`config.mk`:
```
export PLATFORM = sky130hd
export DESIGN_NAME = mersenne521_modular_multiplier_top
export DESIGN_NICKNAME = d
export VERILOG_FILES = /design/src/hw/rtl/mm521_pkg.sv /design/src/hw/rtl/mm521_limb_file.sv /design/src/hw/rtl/mm521_digit_mac.sv /design/src/hw/rtl/mm521_carry_chain.sv /design/src/hw/rtl/mersenne521_modular_multiplier_top.sv
export SDC_FILE = /design/constraint.sdc
export NUM_CORES = 2
export LEC_CHECK = 0
export BUFFER_PORTS_ARGS = -buffer_cell sky130_fd_sc_hd__buf_2
export CORE_MARGIN = 2
export CORE_UTILIZATION = 45
export CTS_BUF_LIST = sky130_fd_sc_hd__clkbuf_4 sky130_fd_sc_hd__clkbuf_8
export DETAILED_ROUTE_END_ITERATION = 12
export PLACE_DENSITY_LB_ADDON = 0.05
export SETUP_SLACK_MARGIN = 0.1
export SYNTH_ARGS = -nofsm -noshare
export SYNTH_HDL_FRONTEND = slang
export SYNTH_SLANG_ARGS = --single-unit
export TNS_END_PERCENT = 100
```
`constraint.sdc`:
```
create_clock -name clk -period 10.9 [get_ports clk]
set_input_delay 2.18 -clock clk [delete_from_list [all_inputs] [get_ports clk]]
set_output_delay 2.18 -clock clk [all_outputs]
set_load 0.01 [all_outputs]
```
`src/hw/rtl/mm521_pkg.sv`:
```
// ----------------------------------------------------------------------------
// mm521_pkg
// Shared widths, masks, types and state codes of the modulo 2^521-1 multiplier.
// ----------------------------------------------------------------------------
package mm521_pkg;

	localparam int LIMB_COUNT = 18;
	localparam int LIMB_BITS  = 29;
	localparam int LIMB_W     = LIMB_BITS + 1;
	localparam int IDX_W      = 5;
	localparam int DIG_W      = 15;
	localparam int PP_W       = LIMB_W + DIG_W;
	localparam int ACC_W      = 64;
	localparam int CARRY_W    = 36;
	localparam int SHAMT_W    = 5;

	localparam logic [LIMB_W-1:0] MASK_LOW = 30'h3fffffff;
	localparam logic [LIMB_W-1:0] MASK_MID = 30'h1fffffff;
	localparam logic [LIMB_W-1:0] MASK_TOP = 30'h0fffffff;

	localparam logic [IDX_W-1:0] FIRST_POS = '0;
	localparam logic [IDX_W-1:0] LAST_POS  = IDX_W'(LIMB_COUNT - 1);
	localparam logic [IDX_W-1:0] POS_COUNT = IDX_W'(LIMB_COUNT);

	typedef enum logic [1:0] {
		SEQ_IDLE,
		SEQ_ISSUE,
		SEQ_DRAIN,
		SEQ_OUT
	} seq_state_t;

	typedef enum logic [1:0] {
		CC_COL,
		CC_FOLD,
		CC_FIX
	} cc_state_t;

	// one multiply-accumulate term handed to the digit unit
	typedef struct packed {
		logic load;
		logic dbl;
		logic first;
		logic last;
	} mac_ctl_t;

	typedef struct packed {
		logic             valid;
		logic [ACC_W-1:0] sum;
	} mac_res_t;

	function automatic logic [LIMB_W-1:0] limb_mask(input logic [IDX_W-1:0] pos);
		logic [LIMB_W-1:0] m;
		m = MASK_MID;
		if (pos == FIRST_POS)
			m = MASK_LOW;
		else if (pos == LAST_POS)
			m = MASK_TOP;
		return m;
	endfunction

endpackage

```
`src/hw/rtl/mm521_limb_file.sv`:
```
// ----------------------------------------------------------------------------
// mm521_limb_file
// Operand limb stores for X and Y, masked by position on write.
// ----------------------------------------------------------------------------
module mm521_limb_file import mm521_pkg::*; (
	input  logic              clk,
	input  logic              wr_en,
	input  logic [IDX_W-1:0]  wr_idx,
	input  logic [LIMB_W-1:0] wr_x,
	input  logic [LIMB_W-1:0] wr_y,
	input  logic [IDX_W-1:0]  rd_x_idx,
	input  logic [IDX_W-1:0]  rd_y_idx,
	output logic [LIMB_W-1:0] x_rd,
	output logic [LIMB_W-1:0] y_rd
);

	logic [LIMB_W-1:0] x_q [LIMB_COUNT];
	logic [LIMB_W-1:0] y_q [LIMB_COUNT];

	always_ff @(posedge clk) begin
		if (wr_en) begin
			x_q[wr_idx] <= wr_x & limb_mask(wr_idx);
			y_q[wr_idx] <= wr_y & limb_mask(wr_idx);
		end
	end

	assign x_rd = x_q[rd_x_idx];
	assign y_rd = y_q[rd_y_idx];

endmodule

```
`src/hw/rtl/mm521_digit_mac.sv`:
```
// ----------------------------------------------------------------------------
// mm521_digit_mac
// Digit-serial multiply-accumulate: x times y, 15 bits of y per cycle.
// ----------------------------------------------------------------------------
module mm521_digit_mac import mm521_pkg::*; (
	input  logic              clk,
	input  logic              arst_n,
	input  mac_ctl_t          ctl,
	input  logic [LIMB_W-1:0] x_op,
	input  logic [LIMB_W-1:0] y_op,
	output logic              rdy,
	output mac_res_t          res
);

	logic              busy_q;
	logic              dig_q;
	logic              dbl_q;
	logic              first_q;
	logic              last_q;
	logic [LIMB_W-1:0] x_q;
	logic [LIMB_W-1:0] y_sh_q;

	logic [PP_W-1:0]   pp_s1;
	logic              pp_v_s1;
	logic              pp_hi_s1;
	logic              pp_dbl_s1;
	logic              pp_first_s1;
	logic              pp_last_s1;

	logic [ACC_W-1:0]  acc_q;
	logic              done_q;
	logic [SHAMT_W-1:0] shamt;
	logic [ACC_W-1:0]  addend;

	// next term may load on the cycle its predecessor's high digit multiplies
	assign rdy = !busy_q || dig_q;

	always_ff @(posedge clk or negedge arst_n) begin
		if (!arst_n) begin
			busy_q  <= 1'b0;
			dig_q   <= 1'b0;
			pp_v_s1 <= 1'b0;
			done_q  <= 1'b0;
		end else begin
			if (ctl.load) begin
				busy_q <= 1'b1;
				dig_q  <= 1'b0;
			end else if (busy_q) begin
				dig_q <= !dig_q;
				if (dig_q)
					busy_q <= 1'b0;
			end
			pp_v_s1 <= busy_q;
			done_q  <= pp_v_s1 && pp_last_s1;
		end
	end

	always_ff @(posedge clk) begin
		if (ctl.load) begin
			x_q     <= x_op;
			y_sh_q  <= y_op;
			dbl_q   <= ctl.dbl;
			first_q <= ctl.first;
			last_q  <= ctl.last;
		end else if (busy_q) begin
			y_sh_q <= y_sh_q >> DIG_W;
		end
		pp_s1       <= PP_W'(x_q) * PP_W'(y_sh_q[DIG_W-1:0]);
		pp_hi_s1    <= dig_q;
		pp_dbl_s1   <= dbl_q;
		pp_first_s1 <= first_q && !dig_q;
		pp_last_s1  <= last_q && dig_q;
	end

	// weight of the digit, plus one for wrapped terms that count twice
	assign shamt  = (pp_hi_s1 ? SHAMT_W'(DIG_W) : '0) + SHAMT_W'(pp_dbl_s1);
	assign addend = ACC_W'(pp_s1) << shamt;

	always_ff @(posedge clk) begin
		if (pp_v_s1)
			acc_q <= (pp_first_s1 ? '0 : acc_q) + addend;
	end

	assign res.valid = done_q;
	assign res.sum   = acc_q;

endmodule

```
`src/hw/rtl/mm521_carry_chain.sv`:
```
// ----------------------------------------------------------------------------
// mm521_carry_chain
// Carry propagation over column sums, top carry fold, product limb store.
// ----------------------------------------------------------------------------
module mm521_carry_chain import mm521_pkg::*; (
	input  logic              clk,
	input  logic              arst_n,
	input  mac_res_t          col,
	input  logic [IDX_W-1:0]  rd_idx,
	output logic [LIMB_W-1:0] rd_limb,
	output logic              done
);

	cc_state_t         state_q;
	cc_state_t         state_d;
	logic [IDX_W-1:0]  seq_q;
	logic [IDX_W-1:0]  seq_d;
	logic              col_take;

	logic [ACC_W-1:0]  t_q;
	logic [CARRY_W-1:0] c_q;
	logic [LIMB_W-1:0] prod_q [LIMB_COUNT];
	logic [ACC_W-1:0]  t_in;
	logic [ACC_W-1:0]  t_new;
	logic [IDX_W-1:0]  wr_idx;

	always_ff @(posedge clk or negedge arst_n) begin
		if (!arst_n) begin
			state_q <= CC_COL;
			seq_q   <= '0;
		end else begin
			state_q <= state_d;
			seq_q   <= seq_d;
		end
	end

	always_comb begin
		state_d  = state_q;
		seq_d    = seq_q;
		col_take = 1'b0;
		done     = 1'b0;
		unique case (state_q)
			CC_COL: begin
				if (col.valid) begin
					col_take = 1'b1;
					if (seq_q == LAST_POS) begin
						seq_d   = '0;
						state_d = CC_FOLD;
					end else begin
						seq_d = seq_q + 1'b1;
					end
				end
			end
			CC_FOLD: state_d = CC_FIX;
			CC_FIX: begin
				done    = 1'b1;
				state_d = CC_COL;
			end
			default: state_d = CC_COL;
		endcase
	end

	// column 17 comes first and hands on its carry from bit 28 up
	assign t_in   = (seq_q == 5'd1) ? (t_q >> (LIMB_BITS - 1)) : (t_q >> LIMB_BITS);
	assign t_new  = col.sum + t_in;
	assign wr_idx = seq_q - 1'b1;

	always_ff @(posedge clk) begin
		if (col_take) begin
			if (seq_q == FIRST_POS) begin
				t_q <= col.sum;
				c_q <= CARRY_W'(col.sum[LIMB_BITS-2:0]);
			end else begin
				t_q            <= t_new;
				prod_q[wr_idx] <= t_new[LIMB_W-1:0] & MASK_MID;
			end
		end
		if (state_q == CC_FOLD)
			c_q <= c_q + CARRY_W'(t_q >> LIMB_BITS);
		if (state_q == CC_FIX) begin
			prod_q[LIMB_COUNT-1] <= LIMB_W'(c_q[LIMB_BITS-2:0]);
			prod_q[0]            <= prod_q[0] + LIMB_W'(c_q >> (LIMB_BITS - 1));
		end
	end

	assign rd_limb = prod_q[rd_idx];

endmodule

```
`src/hw/rtl/mersenne521_modular_multiplier_top.sv`:
```
// ----------------------------------------------------------------------------
// mersenne521_modular_multiplier_top
// Multiplier modulo 2^521-1 on 18 limbs of radix 2^29, digit-serial datapath.
// ----------------------------------------------------------------------------
// Limb pairs load one per cycle; a transfer at position 17 starts the product
// and the block takes no further limb until all 18 result limbs have gone into
// the output register. The product runs 324 limb products through one 30x15
// multiplier, a digit at a time, and a term loads while the one before it
// finishes its high digit. The 18 results then transfer one a cycle when the
// sink keeps up. A limb index above 17 is accepted and dropped. Limbs never
// written since reset read as unknown. Limb 0 of the result may use 30 bits.
module mersenne521_modular_multiplier_top import mm521_pkg::*; (
	input  logic              clk,
	input  logic              arst_n,
	input  logic              limb_valid,
	output logic              limb_ready,
	input  logic [IDX_W-1:0]  limb_index,
	input  logic [LIMB_W-1:0] x_limb,
	input  logic [LIMB_W-1:0] y_limb,
	output logic              result_valid,
	input  logic              result_ready,
	output logic [LIMB_W-1:0] z_limb,
	output logic [IDX_W-1:0]  result_position,
	output logic              last_limb
);

	seq_state_t        state_q;
	seq_state_t        state_d;
	logic [IDX_W-1:0]  term_q;
	logic [IDX_W-1:0]  term_d;
	logic [IDX_W-1:0]  col_q;
	logic [IDX_W-1:0]  col_d;
	logic [IDX_W-1:0]  out_cnt_q;
	logic [IDX_W-1:0]  out_cnt_d;

	logic              in_xfer;
	logic              wr_en;
	logic [IDX_W-1:0]  col_k;
	logic [IDX_W-1:0]  y_idx;
	logic [LIMB_W-1:0] x_rd;
	logic [LIMB_W-1:0] y_rd;
	mac_ctl_t          mac_ctl;
	logic              mac_rdy;
	mac_res_t          mac_res;
	logic [LIMB_W-1:0] prod_rd;
	logic              cc_done;
	logic              out_load;

	logic              res_valid_q;
	logic [LIMB_W-1:0] z_q;
	logic [IDX_W-1:0]  pos_q;
	logic              last_q;

	assign in_xfer = limb_valid && limb_ready;
	assign wr_en   = in_xfer && (limb_index < POS_COUNT);

	// columns run 17, 0, 1 .. 16; index j wraps for the doubled terms
	assign col_k = (col_q == FIRST_POS) ? LAST_POS : col_q - 1'b1;
	assign y_idx = (term_q <= col_k) ? col_k - term_q : col_k - term_q + POS_COUNT;

	mm521_limb_file u_limb_file (
		.clk      (clk),
		.wr_en    (wr_en),
		.wr_idx   (limb_index),
		.wr_x     (x_limb),
		.wr_y     (y_limb),
		.rd_x_idx (term_q),
		.rd_y_idx (y_idx),
		.x_rd     (x_rd),
		.y_rd     (y_rd)
	);

	mm521_digit_mac u_digit_mac (
		.clk    (clk),
		.arst_n (arst_n),
		.ctl    (mac_ctl),
		.x_op   (x_rd),
		.y_op   (y_rd),
		.rdy    (mac_rdy),
		.res    (mac_res)
	);

	mm521_carry_chain u_carry_chain (
		.clk     (clk),
		.arst_n  (arst_n),
		.col     (mac_res),
		.rd_idx  (out_cnt_q),
		.rd_limb (prod_rd),
		.done    (cc_done)
	);

	always_ff @(posedge clk or negedge arst_n) begin
		if (!arst_n) begin
			state_q   <= SEQ_IDLE;
			term_q    <= '0;
			col_q     <= '0;
			out_cnt_q <= '0;
		end else begin
			state_q   <= state_d;
			term_q    <= term_d;
			col_q     <= col_d;
			out_cnt_q <= out_cnt_d;
		end
	end

	always_comb begin
		state_d       = state_q;
		term_d        = term_q;
		col_d         = col_q;
		out_cnt_d     = out_cnt_q;
		limb_ready    = 1'b0;
		out_load      = 1'b0;
		mac_ctl.load  = 1'b0;
		mac_ctl.dbl   = term_q > col_k;
		mac_ctl.first = term_q == FIRST_POS;
		mac_ctl.last  = term_q == LAST_POS;
		unique case (state_q)
			SEQ_IDLE: begin
				limb_ready = 1'b1;
				if (limb_valid && limb_index == LAST_POS) begin
					term_d  = '0;
					col_d   = '0;
					state_d = SEQ_ISSUE;
				end
			end
			SEQ_ISSUE: begin
				if (mac_rdy) begin
					mac_ctl.load = 1'b1;
					if (term_q == LAST_POS) begin
						term_d = '0;
						col_d  = col_q + 1'b1;
						if (col_q == LAST_POS)
							state_d = SEQ_DRAIN;
					end else begin
						term_d = term_q + 1'b1;
					end
				end
			end
			SEQ_DRAIN: begin
				if (cc_done) begin
					out_cnt_d = '0;
					state_d   = SEQ_OUT;
				end
			end
			SEQ_OUT: begin
				if (!res_valid_q || result_ready) begin
					out_load  = 1'b1;
					out_cnt_d = out_cnt_q + 1'b1;
					if (out_cnt_q == LAST_POS)
						state_d = SEQ_IDLE;
				end
			end
			default: state_d = SEQ_IDLE;
		endcase
	end

	always_ff @(posedge clk or negedge arst_n) begin
		if (!arst_n)
			res_valid_q <= 1'b0;
		else if (out_load)
			res_valid_q <= 1'b1;
		else if (result_ready)
			res_valid_q <= 1'b0;
	end

	always_ff @(posedge clk) begin
		if (out_load) begin
			z_q    <= prod_rd;
			pos_q  <= out_cnt_q;
			last_q <= out_cnt_q == LAST_POS;
		end
	end

	assign result_valid    = res_valid_q;
	assign z_limb          = z_q;
	assign result_position = pos_q;
	assign last_limb       = last_q;

endmodule

```
* Yosys cells after proc, flatten, opt, wreduce, memory -nomap -nowiden *
Memory sizes are Yosys's and may differ from the RTL's. A register that Yosys moved wholly into a read port is not among the register bits.
Index checks and enable logic that the tools add are counted.

storage, ports and cells
  bits in latches = 0
  output and inout bits = 38
  register bits = 281
  word-level logic and storage cells = 159
  input bits = 69
  memories = 3
  memory bits (writable) = 1,620
  memory bits (read-only) = 0

memory list
  memory                depth  bits a word  rd ports  clocked after Yosys merged registers in  wr ports  line                     text
  u_carry_chain.prod_q  18     30           2         1                                        2         mm521_carry_chain.sv:22  logic [LIMB_W-1:0] prod_q [LIMB_COUNT];
  u_limb_file.x_q       18     30           1         1                                        1         mm521_limb_file.sv:17    logic [LIMB_W-1:0] x_q [LIMB_COUNT];
  u_limb_file.y_q       18     30           1         0                                        1         mm521_limb_file.sv:18    logic [LIMB_W-1:0] y_q [LIMB_COUNT];

cells by class
  add/subtract/negate cells = 13
  reductions and logical operators = 31
  div/mod/pow operators = 0
  $mul = 1
  equality and inequality tests = 20
  $lt $le $gt $ge = 3
  shift-type cells = 1
  bitwise logic cells = 2
  mux-type cells = 60

operator list
  kind                 number
  $mux 30              5
  $mux 36              4
  $add 64x64->64       2
  $mux 64              2
  $shl 45x5->64        1
  $and 30x30->30       2
  $mux 5               11
  $mul 30x15->45       1
  $add 36x35->36       1
  $add 30x8->30        1
  $pmux 5 s2           3
  $reduce_or 30->1     1
  $mux 29              1
  $eq 5x5->1 const B   5
  $mux 1               22
  $add 5x1->5 const B  4
  $logic_not 5->1      4
  $mux 2               9
  $ne 2x2->1 const B   7
  $reduce_bool 2->1    6
  $sub 5x1->5 const B  2
  $pmux 2 s4           1
  $reduce_and 7->1     1
  $eq 2x2->1 const B   3
  18 further kinds     32

* Longest topological paths before layout *
An unclocked memory read counts as a cell.

  depth after elaboration = 7
  mapped depth = 25
  depth with buffers taken out = 24

* Hierarchy *
From an unflattened synthesis, not the netlist that was laid out.

unflattened totals
  cells, all modules = 7,066
  area total of the unflattened synthesis = 98,184.2 um^2

by module, submodules not included
  module                              cells an instance  seq. area each (um^2)  area an instance (um^2)  times used
  mm521_limb_file                     2,175              32,431.1               41,363.4                 1
  mm521_carry_chain                   1,941              18,042.3               28,936.5                 1
  mm521_digit_mac                     2,740              4,894.7                25,268.0                 1
  mersenne521_modular_multiplier_top  210                1,531.5                2,616.3                  1

* Worst setup path after synthesis *
No wires, ideal clock.

  kind = input -> register
  from = in limb_index[2]
  to = mem u_limb_file.x_q[0][0] in the netlist's numbering, enable pin
  library setup time = 0.633 ns
  required time = 10.267 ns
  cell stages on the path = 2
  path buffers = 0
  arrival time = 8.313 ns
  path slack = 1.954 ns
  path through = or3_1 nor4_1

on the way
  cells in the longest elaborated chain, start to end = 4

RTL lines
  what                          line                                      text
  start: declaration            mersenne521_modular_multiplier_top.sv:17  input logic [IDX_W-1:0] limb_index,
  $lt 5x5->1                    mersenne521_modular_multiplier_top.sv:55  assign wr_en = in_xfer && (limb_index < POS_COUNT);
  $logic_and 1x1->1             mersenne521_modular_multiplier_top.sv:55
  $mux 1                        mm521_limb_file.sv:21                     if (wr_en) begin
  $mux 1 (not written as such)  mm521_limb_file.sv:22                     x_q[wr_idx] <= wr_x & limb_mask(wr_idx);
  end: declaration              mm521_limb_file.sv:17

Parallel ways exist; a longest one is shown, timed or not.

* Worst setup path after layout *
  from = reg u_digit_mac.y_sh_q[10]
  to = reg u_digit_mac.pp_s1[43]

on the way
  cells in the longest elaborated chain, start to end = 1

RTL lines
  what                      line                   text
  start: declaration        mm521_digit_mac.sv:21  logic [LIMB_W-1:0] y_sh_q;
  start signal: assignment  mm521_digit_mac.sv:61  y_sh_q <= y_op;
  start signal: assignment  mm521_digit_mac.sv:66  y_sh_q <= y_sh_q >> DIG_W;
  $mul 30x15->45            mm521_digit_mac.sv:68  pp_s1 <= PP_W'(x_q) * PP_W'(y_sh_q[DIG_W-1:0]);
  end signal: assignment    mm521_digit_mac.sv:68
  end: declaration          mm521_digit_mac.sv:23  logic [PP_W-1:0] pp_s1;

No other way between the ends.
A chain may end at the register's enable or synchronous reset.

==> results by group <==
Placed design
  – RD Place Congestion: between 0.8 and 0.9
  – Detail Placement HPWL: around 160 mm
  – IO Port Bufs: between 100 and 150
  – DP Worst Slack: ~3500 ps
  – Post-DP Area: approximately 0.10 mm²

Critical path
  – WP data required: 11770 ps
  – FF-to-FF path depth: 21
  – CP max FO: 30
  – Setup crit end: u_digit_mac.pp_s1[43]
  – Worst setup path class: reg -> reg
  – Crit path launch type: register
  – Worst endpoint data arrival time: 8390 ps
  – Reg2Reg Launch Point: u_digit_mac.y_sh_q[10]
  – Worst Setup End Kind: register
  – Reg2Reg Capture Point: u_digit_mac.pp_s1[43]
  – R2R Setup Slk: around 3400 ps
  – CP startpoint: u_digit_mac.y_sh_q[10]

Min path
  – Hold Startpoint: u_digit_mac.pp_last_s1
  – Hold Path Depth: 1
  – Hold WC Path Type: reg -> reg

Synthesis
  – Yosys warns: 0
  – Number of enable flip-flop cells after synthesis: ~1800
  – Synthesized flop and latch total: approximately 1900
  – Synth async-reset ratio: 1.514%
  – Yosys cell types: 87
  – Syn nets: roughly 7400
  – Seq/Total Area, Yosys: 58.28%
  – Syn Inst Count: 6659
  – Post-Syn Area per Cell: 14.66 µm²
  – Syn Std Cell Area: just under 0.1 mm²
  – Post-synth top flop: edfxtp_1

Die
  – # IOs: between 100 and 150
  – Die width: 469.8 µm
  – Die Ht: between 400 and 500 µm
  – Starting Density: a little under half
  – Core ar.: about 0.22 mm²
  – Die area: 0.2207 mm²
  – Cell Rows: 170

STA
  – Skew final: about 86 ps
  – Setup TNS: 0 ps
  – Final setup slack of the worst path: 3382 ps
  – Slew Limit Headroom: a little under an eighth
  – Final hold vios: 0
  – Max-slew violation count: 0
  – Setup-failing EPs final: 0
  – RSZ-0062 raised after global routing: no
  – Final critical-path share of the clock period: ~69%
  – Fmax: about 130 MHz
  – Worst-Margin Slew: 1317 ps
  – Post-route minimum period: approximately 7500 ps

Layout
  – Fill count: 18490
  – Area growth, synth to finish: 10.76%
  – Final net count: roughly 7600
  – Share of layout cells above drive strength 1: 18.08%
  – Final Cell Area: around 0.11 mm²

Clock tree
  – CTS Buf Count: approximately 350
  – H-tree levels: 5
  – CTS Buffer Depth: 4
  – Setup bufs post-CTS: 0
  – Clk root buf: clkbuf_8
  – Clock latency on the worst-skew pair: between 1000 and 1500 ps
  – CTS clock-pin slew for the worst setup and hold paths: about 60 ps
  – Hold_buf cts: 0
  – Cts repair resizes: 0
  – CTS tree: built
  – Clk sinks: approximately 1900

Route
  – Final wirelength: ~270 mm
  – Routed Antenna Nets: 0
  – Post-route DRC: 0
  – Pre-antenna DRT Iters: 6
  – Number of DRC markers in iteration 0: ~4800
  – DR WL/cell: ~27 µm
  – Drt via density: roughly 5.7
  – Via count: between 50000 and 60000

GRT
  – Antenna violations before repair: 24
  – Number of global-route vias before repair: roughly 59000
  – Largest net degree at the start of global routing: about 120
  – Global-route wire length before repair: ~390 mm
  – Global route overflow: 0
  – GRT Util Overall: 24.01%

Job
  – Max-cap violations: 0

Outcome
  – Status: finished, final reports clean
[placed cells by master (no fill, tap or decap), types with 16 or more instances in the layout]
cell type,n
xnor2_1,124
nor2_1,197
o211ai_1,16
edfxtp_1,1838
buf_2,106
nand2b_1,24
xor2_1,98
clkbuf_4,110
mux2i_1,274
a21oi_1,260
a211oi_1,19
nor3_1,46
clkinv_2,32
and3_1,31
o21a_1,20
a221oi_1,23
o21bai_1,25
nand3_1,54
o21ai_1,18
a21o_1,151
clkinv_1,82
mux4_2,363
clkbuf_8,353
fa_1,367
o21ai_0,198
nand4_1,44
ha_1,273
o31ai_1,32
nor2b_1,86
and2_1,270
mux2_2,94
inv_1,479
o22ai_1,21
nand2_1,524
a31oi_1,22
dfxtp_1,48
o221ai_1,28
buf_4,111
nor2_4,35
dfrtp_1,20
[synthesized netlist by cell type, drive strengths merged (24+ instances only)]
master | n | area (µm²)
a221oi | 25 | 242.7
nor2b | 88 | 550.5
clkbuf | 261 | 979.7
nand2 | 524 | 1967
mux2i | 274 | 2743
o21ai | 220 | 1109
inv | 480 | 1802
a21o | 152 | 1142
a21oi | 260 | 1301
buf | 67 | 289.0
o31ai | 33 | 252.7
a31oi | 24 | 162.7
nand3 | 54 | 270.3
o221ai | 28 | 245.2
and3 | 31 | 193.9
fa | 367 | 7347
nor2 | 232 | 870.8
xnor2 | 126 | 1104
nand2b | 26 | 162.7
and2 | 273 | 1708
ha | 275 | 3441
nor3 | 46 | 230.2
mux2 | 94 | 1059
o21bai | 25 | 187.7
nand4 | 44 | 275.3
mux4 | 363 | 8175
dfrtp | 29 | 725.7
xor2 | 98 | 858.3
edfxtp | 1838 | 55190
dfxtp | 49 | 980.9
[logic make-up (layout without fill, tap and decap cells)]
group | count (synthesis) | after routing | synth area share [%]
xor gates and xnor gates | 224 | 224 | 2.010
buffers and inverters | 813 | 1295 | 3.164
AOI/OAI and AO/OA | 936 | 936 | 6.237
and+or+nand+nor | 1397 | 1397 | 6.991
muxes | 731 | 731 | 12.27
adders and majority gates | 642 | 642 | 11.05
other | 0 | 8 | 0
DFF | 1916 | 1916 | 58.28
[per-layer routing]
metal | vias to the layer above | wire length, µm | global-route usage, %
li1 | 25210 | - | -
met1 | 29700 | 113600 | 32.16
met2 | 1447 | 132600 | 40.96
met3 | 440 | 12030 | 3.524
met4 | 28 | 6667 | 6.482
met5 | - | 164 | 0
[area by class of cell]
cell class                 count  area [µm²]  share of cell area (%)
sequential                  1916       56920                   52.64
multi-input combinational   3930       37990                   35.14
clock buffer                 463        5684                   5.257
tap                         2838        3551                   3.284
inverter                     485        1821                   1.684
timing repair buffer         220        1424                   1.317
clock inverter               127       719.4                  0.6653
antenna                        8       20.02                 0.01851
[state kept, by name (all words and copies together) (netlist names), 2 cells and up]
register,count
u_carry_chain.c_q,36
result_position,5
state_q,2
u_limb_file.x_q,540
u_carry_chain.prod_q,523
u_digit_mac.acc_q,64
u_carry_chain.seq_q,5
u_digit_mac.pp_s1,45
u_carry_chain.state_q,2
term_q,5
z_limb,30
u_digit_mac.y_sh_q,30
u_carry_chain.t_q,36
u_digit_mac.x_q,30
out_cnt_q,5
col_q,5
u_limb_file.y_q,540
[stage by stage]
stage	util [%]	std cells	hold slack (ps)
after floorplan	-	6659	323.3
after global placement	47.30	9389	417.5
after global routing	50.28	9985	458.8
after CTS	50.28	9979	444.4
after detailed placement	47.30	9389	435.3
final	50.29	9987	438.0
[critical path, cell delays in order, from the launching register on]
cell and delay, ps:
edfxtp_1 1190, nand2_1 190, fa_1 580, inv_1 60, fa_1 600, fa_1 470, fa_1 430, fa_1 520
inv_1 50, fa_1 470, inv_1 40, ha_1 390, nand4_1 170, or3_1 350, nand4b_1 190, nor3b_1 200
o41ai_1 720, a21oi_1 200, a21oi_1 230, o21a_1 130, nor2_1 40, xnor2_1 120
[worst min path at each step]
stage	endpoint	slack, ps
finish	u_digit_mac.done_q	440
global route	u_digit_mac.done_q	460
CTS	u_digit_mac.done_q	440
detailed placement	u_digit_mac.done_q	440
global placement	u_digit_mac.done_q	420
floorplan	u_digit_mac.pp_dbl_s1	320
Power is left out: the tool's default activity adds up to more than one toggle a clock period on the data nets, which glitch-free logic cannot reach.
